[src/sv/csv_record_tokenizer_unit_assert.svh]
// Assertion macros for the CSV record tokenizer.
// Used by the top level; no other dependencies.
`ifndef CSV_RECORD_TOKENIZER_UNIT_ASSERT_SVH
`define CSV_RECORD_TOKENIZER_UNIT_ASSERT_SVH

`ifndef ASSERT_OFF
// Same-cycle implication, checked out of reset.
`define CTOK_ASSERT_IMPL(label, clk, rst_n, ante, cons) \
  label: assert property (@(posedge clk) disable iff (!(rst_n)) (ante) |-> (cons)) \
    else $error("tokenizer check failed");
// Next-cycle implication, checked out of reset.
`define CTOK_ASSERT_NEXT(label, clk, rst_n, ante, cons) \
  label: assert property (@(posedge clk) disable iff (!(rst_n)) (ante) |=> (cons)) \
    else $error("tokenizer check failed");
`else
`define CTOK_ASSERT_IMPL(label, clk, rst_n, ante, cons)
`define CTOK_ASSERT_NEXT(label, clk, rst_n, ante, cons)
`endif

`endif

[src/sv/ctok_pkg.sv]
// Shared types and byte constants for the CSV record tokenizer.
// No dependencies; used by every module of the block.
package ctok_pkg;

  // Byte constants of the format.
  localparam logic [7:0] BYTE_QUOTE = 8'h22;
  localparam logic [7:0] BYTE_COMMA = 8'h2C;
  localparam logic [7:0] BYTE_CR    = 8'h0D;
  localparam logic [7:0] BYTE_LF    = 8'h0A;
  localparam logic [7:0] BOM_0      = 8'hEF;
  localparam logic [7:0] BOM_1      = 8'hBB;
  localparam logic [7:0] BOM_2      = 8'hBF;

  // Most results one input item can cause.
  localparam int unsigned MAX_RES = 3;
  localparam int unsigned CNT_W   = $clog2(MAX_RES + 1);

  // Quote tracking: outside quotes, inside quotes, quote seen inside quotes.
  typedef enum logic [2:0] {
    QM_UNQUOTED = 3'b001,
    QM_QUOTED   = 3'b010,
    QM_PENDING  = 3'b100
  } quote_mode_e;

  // Byte-order mark detection at file start.
  typedef enum logic [3:0] {
    BOM_IDLE = 4'b0001,
    BOM_EF   = 4'b0010,
    BOM_EFBB = 4'b0100,
    BOM_DONE = 4'b1000
  } bom_stage_e;

  // Tokenizer state carried from byte to byte.
  typedef struct packed {
    quote_mode_e qm;
    logic        rec_start;
    logic        after_cr;
  } tok_state_t;

  localparam tok_state_t TOK_RESET = '{qm: QM_UNQUOTED, rec_start: 1'b1, after_cr: 1'b0};

  // One result item without its last-of-run mark.
  typedef struct packed {
    logic       data_valid;
    logic [7:0] data_byte;
    logic       field_end;
    logic       record_end;
  } result_t;

endpackage

[src/sv/csv_record_tokenizer_unit.sv]
// CSV record tokenizer top level: mark stripping, byte steps and output buffer.
// Depends on ctok_pkg, ctok_step, ctok_res_q and the assertion header.
//
// Usage: the input channel carries one item per handshake: kind_i = 0 with a
// data byte in byte_value_i, or kind_i = 1 for end of input. The output
// channel carries result items: a content byte (data_valid_o) and/or field and
// record end marks; last_of_run_o flags the final result of an input item.
// Results of an accepted item are offered from the next cycle on. An item
// causing at most one result does not hold the input, so one byte per cycle
// is sustained while the receiver is ready. An item causing several results
// (only when a partial byte-order mark is replayed, up to three) holds the
// input while the output buffer drains one result per cycle. If the receiver
// stalls, results wait in the buffer; a further item is taken only in the
// cycle the last buffered result leaves. Reset empties the buffer and returns
// the tokenizer to file start; an end-of-input item also returns it there.
`include "csv_record_tokenizer_unit_assert.svh"

module csv_record_tokenizer_unit (
  input  logic       clk_i,
  input  logic       rst_ni,
  input  logic       in_valid_i,
  output logic       in_ready_o,
  input  logic       kind_i,
  input  logic [7:0] byte_value_i,
  output logic       out_valid_o,
  input  logic       out_ready_i,
  output logic       data_valid_o,
  output logic [7:0] data_byte_o,
  output logic       field_end_o,
  output logic       record_end_o,
  output logic       last_of_run_o
);

  localparam int unsigned NCAND = ctok_pkg::MAX_RES + 1;

  ctok_pkg::tok_state_t tok_q, tok_d;
  ctok_pkg::bom_stage_e bom_q, bom_d;

  logic                                       in_fire;
  logic [ctok_pkg::MAX_RES-1:0]               slot_en;
  logic [ctok_pkg::MAX_RES-1:0][7:0]          seq;
  ctok_pkg::tok_state_t [ctok_pkg::MAX_RES:0] st_chain;
  ctok_pkg::tok_state_t [ctok_pkg::MAX_RES-1:0] step_st;
  logic [ctok_pkg::MAX_RES-1:0]               step_emit;
  ctok_pkg::result_t [ctok_pkg::MAX_RES-1:0]  step_res;
  ctok_pkg::result_t [NCAND-1:0]              cand;
  logic [NCAND-1:0]                           cand_en;
  ctok_pkg::result_t [ctok_pkg::MAX_RES-1:0]  grp;
  logic [ctok_pkg::CNT_W-1:0]                 grp_cnt;
  ctok_pkg::result_t                          head;

  assign in_fire = in_valid_i && in_ready_o;

  // Byte-order mark handling picks the bytes to run through the steps.
  always_comb begin
    bom_d   = bom_q;
    slot_en = '0;
    seq     = {ctok_pkg::MAX_RES{byte_value_i}};
    if (!kind_i) begin
      case (bom_q)
        ctok_pkg::BOM_IDLE: begin
          if (byte_value_i == ctok_pkg::BOM_0) begin
            bom_d = ctok_pkg::BOM_EF;
          end else begin
            bom_d   = ctok_pkg::BOM_DONE;
            slot_en = 3'b001;
          end
        end
        ctok_pkg::BOM_EF: begin
          if (byte_value_i == ctok_pkg::BOM_1) begin
            bom_d = ctok_pkg::BOM_EFBB;
          end else begin
            bom_d   = ctok_pkg::BOM_DONE;
            seq[0]  = ctok_pkg::BOM_0;
            slot_en = 3'b011;
          end
        end
        ctok_pkg::BOM_EFBB: begin
          bom_d = ctok_pkg::BOM_DONE;
          if (byte_value_i != ctok_pkg::BOM_2) begin
            seq[0]  = ctok_pkg::BOM_0;
            seq[1]  = ctok_pkg::BOM_1;
            slot_en = 3'b111;
          end
        end
        default: slot_en = 3'b001;
      endcase
    end else begin
      // End of input replays a held partial mark, then starts a new file.
      bom_d = ctok_pkg::BOM_IDLE;
      case (bom_q)
        ctok_pkg::BOM_EF: begin
          seq[0]  = ctok_pkg::BOM_0;
          slot_en = 3'b001;
        end
        ctok_pkg::BOM_EFBB: begin
          seq[0]  = ctok_pkg::BOM_0;
          seq[1]  = ctok_pkg::BOM_1;
          slot_en = 3'b011;
        end
        default: slot_en = '0;
      endcase
    end
  end

  // Chain of byte steps; a disabled slot passes the state through.
  assign st_chain[0] = tok_q;

  for (genvar g = 0; g < ctok_pkg::MAX_RES; g++) begin : g_step
    ctok_step u_step (
      .st_i   (st_chain[g]),
      .byte_i (seq[g]),
      .st_o   (step_st[g]),
      .emit_o (step_emit[g]),
      .res_o  (step_res[g])
    );
    assign st_chain[g+1] = slot_en[g] ? step_st[g] : st_chain[g];
    assign cand[g]       = step_res[g];
    assign cand_en[g]    = slot_en[g] && step_emit[g];
  end

  // End of input closes a record that has begun.
  assign cand[NCAND-1]    = '{data_valid: 1'b0, data_byte: 8'h00,
                              field_end: 1'b1, record_end: 1'b1};
  assign cand_en[NCAND-1] = kind_i && !st_chain[ctok_pkg::MAX_RES].rec_start;

  // Pack the emitted results in order.
  always_comb begin
    grp     = '0;
    grp_cnt = '0;
    for (int i = 0; i < NCAND; i++) begin
      if (cand_en[i]) begin
        grp[grp_cnt[1:0]] = cand[i];
        grp_cnt           = grp_cnt + ctok_pkg::CNT_W'(1);
      end
    end
  end

  assign tok_d = kind_i ? ctok_pkg::TOK_RESET : st_chain[ctok_pkg::MAX_RES];

  // Tokenizer state advances on every accepted item.
  always_ff @(posedge clk_i or negedge rst_ni) begin
    if (!rst_ni) begin
      tok_q <= ctok_pkg::TOK_RESET;
      bom_q <= ctok_pkg::BOM_IDLE;
    end else if (in_fire) begin
      tok_q <= tok_d;
      bom_q <= bom_d;
    end
  end

  // Output buffer.
  ctok_res_q u_res_q (
    .clk_i      (clk_i),
    .rst_ni     (rst_ni),
    .push_i     (in_fire),
    .push_cnt_i (grp_cnt),
    .push_res_i (grp),
    .pop_i      (out_ready_i),
    .can_push_o (in_ready_o),
    .valid_o    (out_valid_o),
    .last_o     (last_of_run_o),
    .head_o     (head)
  );

  assign data_valid_o = head.data_valid;
  assign data_byte_o  = head.data_byte;
  assign field_end_o  = head.field_end;
  assign record_end_o = head.record_end;

  // Checks on the block's own logic.
  `CTOK_ASSERT_IMPL(a_group_blocks_input, clk_i, rst_ni,
                    out_valid_o && !last_of_run_o, !in_ready_o)
  `CTOK_ASSERT_IMPL(a_mark_has_zero_byte, clk_i, rst_ni,
                    out_valid_o && !data_valid_o, data_byte_o == 8'h00)
  `CTOK_ASSERT_IMPL(a_record_end_ends_field, clk_i, rst_ni,
                    out_valid_o && record_end_o, field_end_o && !data_valid_o)
  `CTOK_ASSERT_NEXT(a_eoi_restarts, clk_i, rst_ni,
                    in_fire && kind_i,
                    bom_q == ctok_pkg::BOM_IDLE && tok_q == ctok_pkg::TOK_RESET)

endmodule

[src/sv/ctok_step.sv]
// Handles one byte of the stream: quoting, separators and line ends.
// Depends on ctok_pkg. Purely combinational; chained by the top level.
module ctok_step (
  input  ctok_pkg::tok_state_t st_i,
  input  logic [7:0]           byte_i,
  output ctok_pkg::tok_state_t st_o,
  output logic                 emit_o,
  output ctok_pkg::result_t    res_o
);

  logic skip;
  logic plain;

  always_comb begin
    st_o          = st_i;
    st_o.after_cr = 1'b0;
    emit_o        = 1'b0;
    res_o         = '0;
    plain         = 1'b0;
    // An LF right after an unquoted CR line end is swallowed.
    skip = st_i.after_cr && (byte_i == ctok_pkg::BYTE_LF);

    if (!skip) begin
      case (st_i.qm)
        ctok_pkg::QM_QUOTED: begin
          if (byte_i == ctok_pkg::BYTE_QUOTE) begin
            st_o.qm = ctok_pkg::QM_PENDING;
          end else begin
            emit_o           = 1'b1;
            res_o.data_valid = 1'b1;
            res_o.data_byte  = byte_i;
          end
          st_o.rec_start = 1'b0;
        end
        ctok_pkg::QM_PENDING: begin
          // A doubled quote is one literal quote; anything else closes quotes.
          if (byte_i == ctok_pkg::BYTE_QUOTE) begin
            emit_o           = 1'b1;
            res_o.data_valid = 1'b1;
            res_o.data_byte  = ctok_pkg::BYTE_QUOTE;
            st_o.qm          = ctok_pkg::QM_QUOTED;
          end else begin
            plain = 1'b1;
          end
        end
        default: plain = 1'b1;
      endcase
    end

    // Unquoted handling.
    if (plain) begin
      st_o.qm = ctok_pkg::QM_UNQUOTED;
      if (byte_i == ctok_pkg::BYTE_QUOTE) begin
        st_o.qm        = ctok_pkg::QM_QUOTED;
        st_o.rec_start = 1'b0;
      end else if (byte_i == ctok_pkg::BYTE_COMMA) begin
        emit_o          = 1'b1;
        res_o.field_end = 1'b1;
        st_o.rec_start  = 1'b0;
      end else if (byte_i == ctok_pkg::BYTE_CR || byte_i == ctok_pkg::BYTE_LF) begin
        // A blank line gives no record end.
        if (!st_i.rec_start) begin
          emit_o           = 1'b1;
          res_o.field_end  = 1'b1;
          res_o.record_end = 1'b1;
        end
        st_o.rec_start = 1'b1;
        st_o.after_cr  = (byte_i == ctok_pkg::BYTE_CR);
      end else begin
        emit_o           = 1'b1;
        res_o.data_valid = 1'b1;
        res_o.data_byte  = byte_i;
        st_o.rec_start   = 1'b0;
      end
    end
  end

endmodule

[src/sv/ctok_res_q.sv]
// Result buffer: holds the results of one item and hands them out one a cycle while popped.
// Depends on ctok_pkg.
module ctok_res_q (
  input  logic                                  clk_i,
  input  logic                                  rst_ni,
  input  logic                                  push_i,
  input  logic [ctok_pkg::CNT_W-1:0]            push_cnt_i,
  input  ctok_pkg::result_t [ctok_pkg::MAX_RES-1:0] push_res_i,
  input  logic                                  pop_i,
  output logic                                  can_push_o,
  output logic                                  valid_o,
  output logic                                  last_o,
  output ctok_pkg::result_t                     head_o
);

  ctok_pkg::result_t [ctok_pkg::MAX_RES-1:0] res_q;
  logic [ctok_pkg::CNT_W-1:0]                cnt_q, cnt_d;
  logic [ctok_pkg::CNT_W-1:0]                rd_q, rd_d;

  // A new group may enter once the buffer is empty or its last entry leaves.
  assign valid_o    = (cnt_q != '0);
  assign last_o     = (cnt_q == ctok_pkg::CNT_W'(1));
  assign can_push_o = !valid_o || (last_o && pop_i);
  assign head_o     = res_q[rd_q];

  // Read pointer and fill count.
  always_comb begin
    cnt_d = cnt_q;
    rd_d  = rd_q;
    if (push_i) begin
      cnt_d = push_cnt_i;
      rd_d  = '0;
    end else if (pop_i && valid_o) begin
      cnt_d = cnt_q - ctok_pkg::CNT_W'(1);
      rd_d  = rd_q + ctok_pkg::CNT_W'(1);
    end
  end

  always_ff @(posedge clk_i or negedge rst_ni) begin
    if (!rst_ni) begin
      cnt_q <= '0;
      rd_q  <= '0;
    end else begin
      cnt_q <= cnt_d;
      rd_q  <= rd_d;
    end
  end

  // Payload storage needs no reset.
  always_ff @(posedge clk_i) begin
    if (push_i) begin
      res_q <= push_res_i;
    end
  end

endmodule
[config.mk]
export PLATFORM = sky130hd
export DESIGN_NAME = csv_record_tokenizer_unit
export DESIGN_NICKNAME = d
export VERILOG_FILES = /design/src/sv/ctok_pkg.sv /design/src/sv/csv_record_tokenizer_unit.sv /design/src/sv/ctok_step.sv /design/src/sv/ctok_res_q.sv
export VERILOG_INCLUDE_DIRS = /design/src /design/src/sv
export SDC_FILE = /design/constraint.sdc
export NUM_CORES = 1
export LEC_CHECK = 0
export BUFFER_PORTS_ARGS = -buffer_cell sky130_fd_sc_hd__buf_2
export CORE_UTILIZATION = 54
export CTS_BUF_LIST = sky130_fd_sc_hd__clkbuf_8 sky130_fd_sc_hd__clkbuf_16
export CTS_CLUSTER_SIZE = 16
export DETAILED_ROUTE_END_ITERATION = 16
export PLACE_DENSITY_LB_ADDON = 0.12
export REMOVE_ABC_BUFFERS = 1
export SLEW_MARGIN = 20
export SYNTH_ARGS = -nofsm -noshare
export SYNTH_HDL_FRONTEND = slang
export SYNTH_SLANG_ARGS = --single-unit
[constraint.sdc]
create_clock -name clk_i -period 10.5 [get_ports clk_i]
set_input_delay 2.625 -clock clk_i [delete_from_list [all_inputs] [get_ports clk_i]]
set_output_delay 2.625 -clock clk_i [all_outputs]
set_load 0.01 [all_outputs]
Word-level counts from Yosys, hierarchy flattened
Cells that the tools add are included.
{"block": "op_classes", "n_addsub": 5, "magnitude_cmp": 7, "eq_ne": 25, "mux": 151, "bitwise": 3, "n_reduce_logical": 24}
{"op": "9-bit two-way mux", "n": 15}
{"op": "11-bit two-way mux", "n": 11}
{"op": "33-bit two-way mux", "n": 3}
{"op": "33-bit bitwise mux", "n": 2}
{"op": "11-bit demux with 2-bit select", "n": 3}
{"op": "1-bit two-way mux", "n": 56}
{"op": "9-bit one-hot mux with 2 select lines", "n": 3}
{"op": "8-bit by 4-bit == test with 1-bit output (second input constant)", "n": 6}
{"op": "8-bit by 6-bit == test with 1-bit output (second input constant)", "n": 6}
{"op": "5-bit two-way mux", "n": 7}
{"op": "2-bit two-way mux", "n": 17}
{"op": "16-bit two-way mux", "n": 2}
{"op": "8-bit two-way mux", "n": 4}
{"op": "27-bit AND", "n": 1}
{"op": "27-bit inverter", "n": 1}
{"op": "3-bit two-way mux", "n": 8}
{"op": "4-bit two-way mux", "n": 6}
{"op": "11-bit binary-select mux with 2-bit select", "n": 1}
{"op": "3-bit one-hot mux with 2 select lines", "n": 3}
{"op": "8-bit == test (second input constant)", "n": 2}
{"op": "8-bit one-hot mux with 2 select lines", "n": 1}
{"op": "1-bit logical AND", "n": 13}
{"op": "2-bit by 3-bit less-than comparator with 1-bit output (second input constant)", "n": 4}
{"op": "1-bit one-hot mux with 2 select lines", "n": 6}
{"op": "other kinds (20)", "n": 34}
{"block": "word_totals", "ff_bits": 46}

Logic depth before layout (Yosys ltp)
Gate-level depths: netlist of run 1.
{"block": "logic_depth", "ltp_word": 33, "mapped_depth": 15, "ltp_nobuf": 14}

Modules after synthesis
From an unflattened synthesis of run 1, not the netlist that was laid out.
{"block": "hier_totals", "cells_unflattened": 497, "hier_area_um2": 4262.8}
{"module": "csv_record_tokenizer_unit", "instances": 1, "cells_each": 254, "area_per_inst_um2": 1739.2, "seq_area_each_um2": 229.0}
{"module": "ctok_res_q", "instances": 1, "cells_each": 93, "area_per_inst_um2": 1457.6, "seq_area_each_um2": 1091.0}
{"module": "ctok_step", "instances": 3, "cells_each": 50, "area_per_inst_um2": 355.3, "seq_area_each_um2": 0.0}

Worst setup path before layout of run 1
OpenSTA, ideal clock, no wires.
{"block": "synth_path", "path_type": "input-to-reg", "startpoint": "input byte_value_i[2]", "endpoint": "register u_res_q.res_q[3] in the netlist's numbering (data pin)", "setup_time_ps": 158, "arrival_ps": 5605, "path_slack_ps": 4737, "path_stages": 12, "n_path_buf": 0, "cell_sequence": "or4_4 > a21oi_2 > a21o_1 > a31oi_1 > o21ai_1 > inv_1 > ha_1 > xnor2_1 > ha_1 > and3_1 > or3_1 > a211oi_2"}
{"element": "start, declared", "line_no": "csv_record_tokenizer_unit.sv:24", "text": "input logic [7:0] byte_value_i,"}
{"element": "end signal, assigned", "line_no": "ctok_res_q.sv:52", "text": "res_q <= push_res_i;"}
{"element": "end, declared", "line_no": "ctok_res_q.sv:16", "text": "ctok_pkg::result_t [ctok_pkg::MAX_RES-1:0] res_q;"}

==> impl_metrics.csv, run 1 <==
group,metric,value,unit
layout,instances_no_fill,482,
logic_synthesis,yosys_warnings,0,
worst_setup_path,crit_path_end_kind,"flop",
timing,fin_tns_setup,0,ps
clock_tree,clk-insertion-delay-late,300,ps
layout,fill_cells,581,
layout,antenna_cells,0,
floorplan,die_w,82.6,µm
global_routing,overflow,0,
logic_synthesis,ys_async_sr_fraction,28.3,%
logic_synthesis,avgSynthCellArea,9.10,µm²
layout,drive_above_1_share,17.8,%
worst_setup_path,crit_arrival,6250,ps
floorplan,die_height,82.6,µm
logic_synthesis,synth_most_common_cell,"nand2_1",
timing,setup_viol,0,
place,port_buffers,26,
clock_tree,clock_sinks,46,
place,place_area,3670,µm²
timing,clock_skew,9.22,ps
logic_synthesis,synthFlopType,"edfxtp_1",
clock_tree,cts_setup_buffers,0,
worst_setup_path,slowest_delay,590,ps
floorplan,die_area,6830,µm²
floorplan,core.rowCount,29,
global_routing,grt_pass1_wl,15100,µm
logic_synthesis,yosys.area.top_type_share,28.2,%
global_routing,grt_max_degree,30,
drt,vias,3166,
clock_tree,cts-root-buf,"clkbuf_8",
layout,fin_area,3760,µm²
timing,post-route-min-period,6110,ps
power_and_ir_drop,p_leak,1.41,nW
layout,area_growth,7.05,%
clock_tree,clk_pin_slew_worst_paths,90,ps
drt,first_pass_iters,4,
power_and_ir_drop,power_density,165,nW/µm²
floorplan,initial_utilization,55.6,%
logic_synthesis,yosysTopAreaCell,"edfxtp_1",
clock_tree,numCtsBuffers,5,
run,maxCapViolations,0,
place,placedCellCount,474,
drt,post_drt_via_cell_ratio,6.57,
worst_setup_path,start_kind,"primary input",
worst_setup_path,worst-path-buf-inv,2,
global_routing,grt_pass1_vias,2884,
timing,slew_headroom,43.3,%
place,place.gp.congestion,0.958,
clock_tree,clockBufferDepth,2,
logic_synthesis,syn_inst,386,
worst_setup_path,slowest_stage,"or4_4",
drt,dr.first_iter.drc_count,316,
timing,worst-slew-pin-transition,843,ps
logic_synthesis,synth_edf_count,33,
timing,fmax,164,MHz
layout,fin_nets,424,
worst_setup_path,path_max_fanout,13,
timing,finalCritPeriodShare,58.2,%
timing,rsz0062_at_grt,"no",
timing,hold_violations,0,
clock_tree,cts_hold_buf,0,
run_status,status,"complete, no violations",
logic_synthesis,synth_area,3510,µm²
worst_setup_path,cp_common_cell,"ha_1",
logic_synthesis,synth_common_cells,"nand2_1 (41), nor2_1 (37), edfxtp_1 (33), a21oi_1 (26), o21ai_0 (24)",
global_routing,grt_antenna_before_repair,0,
worst_setup_path,path_delay_family,"compound AO/OA/AOI/OAI gates",
floorplan,io_pins,27,
floorplan,coreArea,6310,µm²
drt,wl_per_cell,20.1,µm
global_routing,track_usage,29.9,%
clock_tree,cts_resized,0,
worst_hold_path,hp-class,"flop to flop",
logic_synthesis,synth.ff_latch_count,46,
place,dp_hpwl,7310,µm
drt,drc,0,
worst_setup_path,worstSetupPathType,"primary input to flop",
drt,routed_wl,9700,µm
logic_synthesis,ys_seq_area_share,37.6,%
logic_synthesis,synth_cell_types,82,
worst_setup_path,required,10640,ps
clock_tree,htreeDepth,2,
clock_tree,cts_tree,"built",
worst_setup_path,path_cells,"buf_2 -> or4_4 -> a21oi_2 -> a21o_1 -> a31oi_1 -> o21ai_1 -> inv_1 -> ha_1 -> xnor2_1 -> ha_1 -> and3_1 -> or3_1 -> a211oi_2",
drt,ant_nets,0,
logic_synthesis,synthTopCellsByArea,"edfxtp_1 (28%), dfrtp_1 (7.1%), nand2_1 (4.4%)",
power_and_ir_drop,ir_drop,0.000135,V
timing,slew_viol_final,0,
worst_setup_path,r2r_slack,6530,ps
## stage by stage
step	worst slack, ps	total power [W]	hold WS (ps)	util, %
2_1_floorplan	4730	0.000428	489	-
3_3_place_gp	4210	0.000505	520	58.1
3_5_place_dp	4120	0.000516	526	58.1
4_1_cts	4420	0.000627	538	59.6
5_1_grt	4170	0.000669	578	59.6
6_report	4390	0.000621	534	59.6
## final timing paths
path | from | end | depth (start not counted)
max in group asynchronous | rst_ni | st_chain[1]$_DFFE_PN1P_ | 1
min reg2reg | u_res_q.cnt_q[0]$_DFFE_PN0P_ | u_res_q.cnt_q[0]$_DFFE_PN0P_ | 1
min | u_res_q.cnt_q[0]$_DFFE_PN0P_ | u_res_q.cnt_q[0]$_DFFE_PN0P_ | 1
max reg2reg | bom_q[1]$_DFFE_PN0P_ | u_res_q.res_q[3]$_DFFE_PP_ | 12
min in group asynchronous | rst_ni | bom_q[1]$_DFFE_PN0P_ | 1
max | byte_value_i[2] | u_res_q.res_q[3]$_DFFE_PP_ | 13
## metal layers
metal / vias to the layer above / GRT usage (%) / part of all wire [%]
met1: 1501 / 41.4 / 45
li1: 1501 / - / -
met4: 0 / 8.62 / 1.6
met5: - / 0 / 0
met2: 147 / 48.4 / 47
met3: 17 / 4.29 / 6.1
## where the power goes
group / internal [W] / leakage (nW) / total [W] / switching [W]
registers: 0.000246 / 0.474 / 0.000286 / 0.0000398
clock network: 0.0000469 / 0.0441 / 0.000111 / 0.0000643
logic: 0.0000902 / 0.890 / 0.000224 / 0.000133
## layout make-up
class | instances | area, µm² | area share [%]
clock buffers | 5 | 68.8 | 1.83
clock inverters | 3 | 21.3 | 0.566
inverters | 13 | 48.8 | 1.30
multi-input cells | 310 | 2060 | 54.8
flip-flops and latches | 46 | 1320 | 35.1
well taps | 77 | 96.3 | 2.56
repair buffers | 28 | 145 | 3.86
## logic make-up (layout without fill, tap and decap cells)
logic type      Yosys count  count (layout)  share of synthesized area, %
xor+xnor                  6               6                          1.50
compound gates          126             126                          26.2
buf+inv                  30              49                          3.78
simple gates            156             156                          24.1
mux                      15              15                          4.35
flops                    46              46                          37.6
fa+ha+maj                 7               7                          2.49
## worst reg2reg max path, cell delays in order, from the launching register on
cell      delay (ps)
dfrtp_1          490
or4b_4           590
or3_4            410
nand2_4          130
nand2_1           80
o21ai_1          320
inv_1            180
ha_1             410
xnor2_1          180
ha_1             260
and3_1           180
or3_1            400
a211oi_2         170
## flip-flops by register name, indices dropped and copies added, names as in the netlist
name           count
bom_q              4
u_res_q.res_q     33
u_res_q.cnt_q      2
st_chain           5
u_res_q.rd_q       2
## cells in the final DEF (no fill, tap or decap), drive strengths merged, types with 4 or more instances in the layout
master / netlist / routed
edfxtp: 33 / 33
a31oi: 10 / 10
buf: 7 / 28
nor3: 12 / 12
and3: 6 / 6
nor4: 4 / 4
a21o: 5 / 5
clkbuf: 10 / 5
nand4: 5 / 5
o21a: 4 / 4
o22ai: 6 / 6
o21ai: 32 / 32
or3: 4 / 4
dfrtp: 10 / 10
nand2b: 4 / 4
nor2: 37 / 37
ha: 7 / 7
nand3: 7 / 7
nand2: 42 / 42
and2: 9 / 9
mux2i: 13 / 13
or2: 4 / 4
nor2b: 6 / 6
a211oi: 4 / 4
o31ai: 8 / 8
a221oi: 4 / 4
a21oi: 29 / 29
inv: 13 / 13
Power figures use the tool's default switching activity.
==> inputs of run 2 (changes only) <==
==> constraint.sdc (replaced) <==
create_clock -name clk_i -period 5.4 [get_ports clk_i]
set_input_delay 1.35 -clock clk_i [delete_from_list [all_inputs] [get_ports clk_i]]
set_output_delay 1.35 -clock clk_i [all_outputs]
set_load 0.01 [all_outputs]
==> impl_metrics.csv, run 2 (synthesis results as in run 1) <==
group,metric,value,unit
floorplan,coreArea,6310,µm²
global_routing,overflow,0,
place,dp_hpwl,7430,µm
drt,first_pass_iters,6,
worst_setup_path,slowest_delay,600,ps
layout,area_growth,7.02,%
worst_setup_path,path_max_fanout,13,
timing,worst-slew-pin-transition,831,ps
timing,finalCritPeriodShare,90.8,%
layout,mostFrequentLayoutCell,"nand2_1",
clock_tree,clk_pin_slew_worst_paths,80,ps
layout,antenna_cells,0,
power_and_ir_drop,pwr-share-comb,36.5,%
clock_tree,numCtsBuffers,5,
drt,wl_per_cell,20.4,µm
timing,hold_violations,0,
floorplan,die_w,82.6,µm
floorplan,initial_utilization,55.6,%
timing,fin_tns_setup,0,ps
timing,slew_viol_final,0,
clock_tree,cts-root-buf,"clkbuf_8",
timing,rsz0062_at_grt,"no",
layout,drive_above_1_share,17.5,%
clock_tree,cts_resized,0,
global_routing,track_usage,30.7,%
global_routing,grt_antenna_before_repair,0,
clock_tree,clk-insertion-delay-late,300,ps
worst_setup_path,crit_arrival,5040,ps
worst_setup_path,required,5530,ps
power_and_ir_drop,p_leak,1.42,nW
clock_tree,cts_tree,"built",
clock_tree,clock_sinks,46,
floorplan,die_height,82.6,µm
place,place_area,3680,µm²
worst_hold_path,hp-class,"flop to flop",
place,port_buffers,26,
place,place.gp.congestion,0.961,
timing,slew_headroom,44.1,%
global_routing,grt_pass1_vias,2944,
drt,post_drt_via_cell_ratio,6.66,
global_routing,grt_max_degree,30,
worst_setup_path,cp_common_cell,"ha_1",
layout,largest_reg_flops,33,
worst_setup_path,crit_path_end_kind,"flop",
power_and_ir_drop,power_density,317,nW/µm²
layout,instances_no_fill,483,
timing,post-route-min-period,4900,ps
global_routing,grt_pass1_wl,15300,µm
power_and_ir_drop,switchingPower,0.000451,W
power_and_ir_drop,p_sw_share,37.8,%
clock_tree,cts_hold_buf,0,
clock_tree,cts_setup_buffers,0,
layout,layout_common_cells,"nand2_1 (41), nor2_1 (37), edfxtp_1 (33)",
drt,drc,0,
worst_setup_path,slowest_stage,"or4_4",
power_and_ir_drop,ir_drop,0.000239,V
layout,fin_nets,425,
place,placedCellCount,475,
power_and_ir_drop,internal_power,0.000742,W
worst_setup_path,path_cells,"buf_2 -> or4_4 -> a21oi_2 -> a21o_1 -> a31oi_1 -> o21ai_1 -> inv_1 -> ha_1 -> xnor2_1 -> ha_1 -> and3_1 -> or3_1 -> a211oi_2",
drt,ant_nets,0,
drt,routed_wl,9850,µm
timing,setup_viol,0,
drt,vias,3217,
worst_setup_path,path_delay_family,"compound AO/OA/AOI/OAI gates",
worst_setup_path,worstSetupPathType,"primary input to flop",
worst_setup_path,start_kind,"primary input",
layout,fin_area,3760,µm²
power_and_ir_drop,p_seq_share,46.5,%
timing,fmax,204,MHz
power_and_ir_drop,clock_power_share,17.0,%
clock_tree,clockBufferDepth,2,
timing,clock_skew,5.85,ps
floorplan,io_pins,27,
drt,dr.first_iter.drc_count,271,
worst_setup_path,worst-path-buf-inv,2,
clock_tree,htreeDepth,2,
floorplan,core.rowCount,29,
worst_setup_path,r2r_slack,1380,ps
layout,regMostFlops,"u_res_q.res_q",
run_status,status,"complete, no violations",
run,maxCapViolations,0,
floorplan,die_area,6830,µm²
[run 2: cell types whose count changed in the layout (fill, tap and decap cells not counted)]
cell,change
inv_1,+1
clkinvlp_4,-1
clkinv_1,+1
buf_4,+1
clkinv_4,-1
[run 2: power by group through the flow]
| stage | Sequential [W] | Clock, W | Combinational (W) |
|---|---|---|---|
| after floorplan | 0.000539 | 0 | 0.000293 |
| after global placement | 0.000559 | 0 | 0.000423 |
| after detailed placement | 0.000564 | 0 | 0.000436 |
| after CTS | 0.000556 | 0.000206 | 0.000438 |
| after global routing | 0.000570 | 0.000221 | 0.000500 |
| final | 0.000554 | 0.000203 | 0.000436 |
[run 2: layer usage]
layer / GRT usage, % / part of all wire, %
met1: 42.0 / 45
met4: 11.6 / 3.0
met3: 4.40 / 5.5
met5: 0 / 0
met2: 48.8 / 47
[run 2: layout make-up]
class,instances,area [µm²]
Clock inverter,3,12.5
Multi-Input combinational cell,310,2060
Sequential cell,46,1320
Fill cell,590,2550
Timing Repair Buffer,29,153
Clock buffer,5,68.8
Inverter,13,48.8
Tap cell,77,96.3
[run 2: stage by stage]
stage | setup slack (ps) | total power [W] | utilization [%] | hold slack, ps
finish | 495 | 0.00119 | 59.5 | 534
CTS | 567 | 0.00120 | 59.5 | 541
detailed placement | 278 | 0.00100 | 58.2 | 528
global route | 345 | 0.00129 | 59.5 | 566
floorplan | 905 | 0.000832 | - | 489
global placement | 412 | 0.000982 | 58.2 | 521
[run 2: path summary, 6_finish.rpt]
kind | cells after the start | startpoint | end
min in group asynchronous | 1 | rst_ni | bom_q[1]$_DFFE_PN0P_
setup reg to reg | 12 | bom_q[1]$_DFFE_PN0P_ | u_res_q.res_q[3]$_DFFE_PP_
setup / recovery | 13 | byte_value_i[2] | u_res_q.res_q[3]$_DFFE_PP_
hold / removal | 1 | u_res_q.cnt_q[0]$_DFFE_PN0P_ | u_res_q.cnt_q[0]$_DFFE_PN0P_
max in group asynchronous | 1 | rst_ni | st_chain[1]$_DFFE_PN1P_
hold reg to reg | 1 | u_res_q.cnt_q[0]$_DFFE_PN0P_ | u_res_q.cnt_q[0]$_DFFE_PN0P_
==> inputs of run 3 (changes only) <==
--- a/config.mk
+++ b/config.mk
@@ -12,7 +12,6 @@
 export CTS_CLUSTER_SIZE = 16
 export DETAILED_ROUTE_END_ITERATION = 16
 export PLACE_DENSITY_LB_ADDON = 0.12
-export REMOVE_ABC_BUFFERS = 1
 export SLEW_MARGIN = 20
 export SYNTH_ARGS = -nofsm -noshare
 export SYNTH_HDL_FRONTEND = slang
==> constraint.sdc (replaced) <==
create_clock -name clk_i -period 4.5 [get_ports clk_i]
set_input_delay 1.125 -clock clk_i [delete_from_list [all_inputs] [get_ports clk_i]]
set_output_delay 1.125 -clock clk_i [all_outputs]
set_load 0.01 [all_outputs]
==> impl_metrics.csv, run 3 (synthesis results as in run 1) <==
group,metric,value,unit
place,pre_cts_slack,75.5,ps
worst_setup_path,critPathLaunch,"byte_value_i[4]",
floorplan,initial_utilization,55.6,%
drt,drc,2,
global_routing,overflow,0,
floorplan,core.rowCount,29,
clock_tree,cts_tree,"built",
worst_setup_path,r2r_slack,820,ps
power_and_ir_drop,power_density,380,nW/µm²
global_routing,grt_pass1_wl,15500,µm
clock_tree,clk-insertion-delay-late,300,ps
worst_setup_path,cp_common_cell,"ha_1",
drt,wl_per_cell,20.4,µm
worst_setup_path,required,4650,ps
clock_tree,numCtsBuffers,5,
worst_setup_path,r2r_cells,13,
drt,post_drt_via_cell_ratio,6.53,
worst_setup_path,slowest_delay,530,ps
run_status,violations,"design-rule violations",
worst_setup_path,worstSetupPathType,"primary input to flop",
layout,area_growth,10.9,%
timing,finalWorstSetupSlack,338,ps
floorplan,die_height,82.6,µm
worst_hold_path,hold_depth,1,
logic_synthesis,synth_nets,406,
timing,holdWs,541,ps
floorplan,die_area,6830,µm²
layout,drive_above_1_share,20.9,%
layout,antenna_cells,0,
timing,hold_violations,0,
clock_tree,cts_resized,0,
layout,instances_no_fill,498,
timing,post-route-min-period,4160,ps
drt,ant_nets,0,
timing,fin_tns_setup,0,ps
place,placedCellCount,490,
clock_tree,clockBufferDepth,2,
timing,slew_viol_final,0,
worst_setup_path,slowest_stage,"or4_1",
timing,worst-slew-pin-transition,770,ps
clock_tree,htreeDepth,2,
worst_setup_path,path_max_fanout,5,
worst_setup_path,timing.rr.end,"u_res_q.res_q[3]$_DFFE_PP_",
drt,routed_wl,10200,µm
clock_tree,clock_sinks,46,
layout,final_util,61.7,%
global_routing,track_usage,31.6,%
worst_setup_path,crit_end,"u_res_q.res_q[3]$_DFFE_PP_",
worst_setup_path,crit_path_end_kind,"flop",
clock_tree,cts_hold_buf,0,
floorplan,coreArea,6310,µm²
layout,layout_common_cells,"nand2_1 (41), nor2_1 (37), edfxtp_1 (33)",
run_status,status,"complete, but fails checks",
timing,setup_viol,0,
floorplan,io_pins,27,
layout,regMostFlops,"u_res_q.res_q",
worst_hold_path,hp-class,"flop to flop",
place,dp_hpwl,7720,µm
clock_tree,clk_pin_slew_worst_paths,90,ps
global_routing,grt_pass1_vias,2910,
run,maxCapViolations,0,
timing,rsz0062_at_grt,"no",
power_and_ir_drop,ir_drop,0.000436,V
timing,finalCritPeriodShare,92.5,%
worst_setup_path,crit_arrival,4310,ps
clock_tree,cts-root-buf,"clkbuf_8",
worst_setup_path,start_kind,"primary input",
timing,clock_skew,7.13,ps
layout,mostFrequentLayoutCell,"nand2_1",
drt,vias,3254,
timing,slew_headroom,48.6,%
layout,largest_reg_flops,33,
clock_tree,cts_setup_buffers,0,
worst_hold_path,hp-start,"u_res_q.cnt_q[0]$_DFFE_PN0P_",
floorplan,die_w,82.6,µm
power_and_ir_drop,p_leak,1.48,nW
place,port_buffers,26,
layout,fin_nets,440,
timing,fmax,240,MHz
global_routing,grt_max_degree,31,
drt,dr.first_iter.drc_count,299,
worst_setup_path,path_cells,"buf_2 -> nor4_2 -> o21ai_0 -> or4_1 -> a21oi_1 -> o21ai_1 -> buf_4 -> ha_1 -> a21oi_2 -> inv_1 -> ha_1 -> and3_1 -> or3_1 -> a211oi_2",
drt,first_pass_iters,11,
global_routing,grt_antenna_before_repair,0,
place,place.gp.congestion,0.978,
worst_setup_path,timing.rr.start,"bom_q[0]$_DFFE_PN1P_",
run 3: cell type report:
cell class	count	area, µm²
multi-input combinational	310	2060
clock buffer	5	68.8
fill	571	2420
inverter	13	48.8
clock inverter	3	23.8
timing repair buffer	44	278
tap	77	96.3
sequential	46	1320
run 3: worst min path at each step:
stage                                   end  slack, ps
2_1_floorplan  u_res_q.cnt_q[0]$_DFFE_PN0P_        490
3_3_place_gp   u_res_q.cnt_q[0]$_DFFE_PN0P_        520
3_5_place_dp   u_res_q.cnt_q[0]$_DFFE_PN0P_        540
4_1_cts        u_res_q.cnt_q[0]$_DFFE_PN0P_        550
5_1_grt        u_res_q.cnt_q[0]$_DFFE_PN0P_        590
6_report       u_res_q.cnt_q[0]$_DFFE_PN0P_        540
run 3: per-stage QoR:
stage	total power [W]	cell area, µm²
detailed placement	0.00122	3800
CTS	0.00149	3890
finish	0.00148	3890
global route	0.00159	3890
floorplan	0.00102	3510
global placement	0.00120	3800
run 3: critical path, delay by kind of cell:
kind,cells,cell delay [ps]
AND/OR/NAND/NOR,4,1460
AO/OA/AOI/OAI,5,940
adder cells (fa/ha/maj),2,420
buffers and inverters,3,370
run 3: metal layers:
| layer | GRT usage (%) | wire, µm | vias to the layer above |
|---|---|---|---|
| met5 | 0 | 0 | - |
| met1 | 42.9 | 4510 | 1546 |
| li1 | - | - | 1531 |
| met3 | 5.49 | 693 | 22 |
| met4 | 11.7 | 303 | 0 |
| met2 | 50.2 | 4640 | 155 |
run 3: power breakdown:
group	total [W]	switching [W]	internal [W]	leakage [nW]
Sequential	0.000620	0.0000445	0.000575	0.474
Combinational	0.000592	0.000360	0.000232	0.969
Clock	0.000266	0.000155	0.000111	0.0408
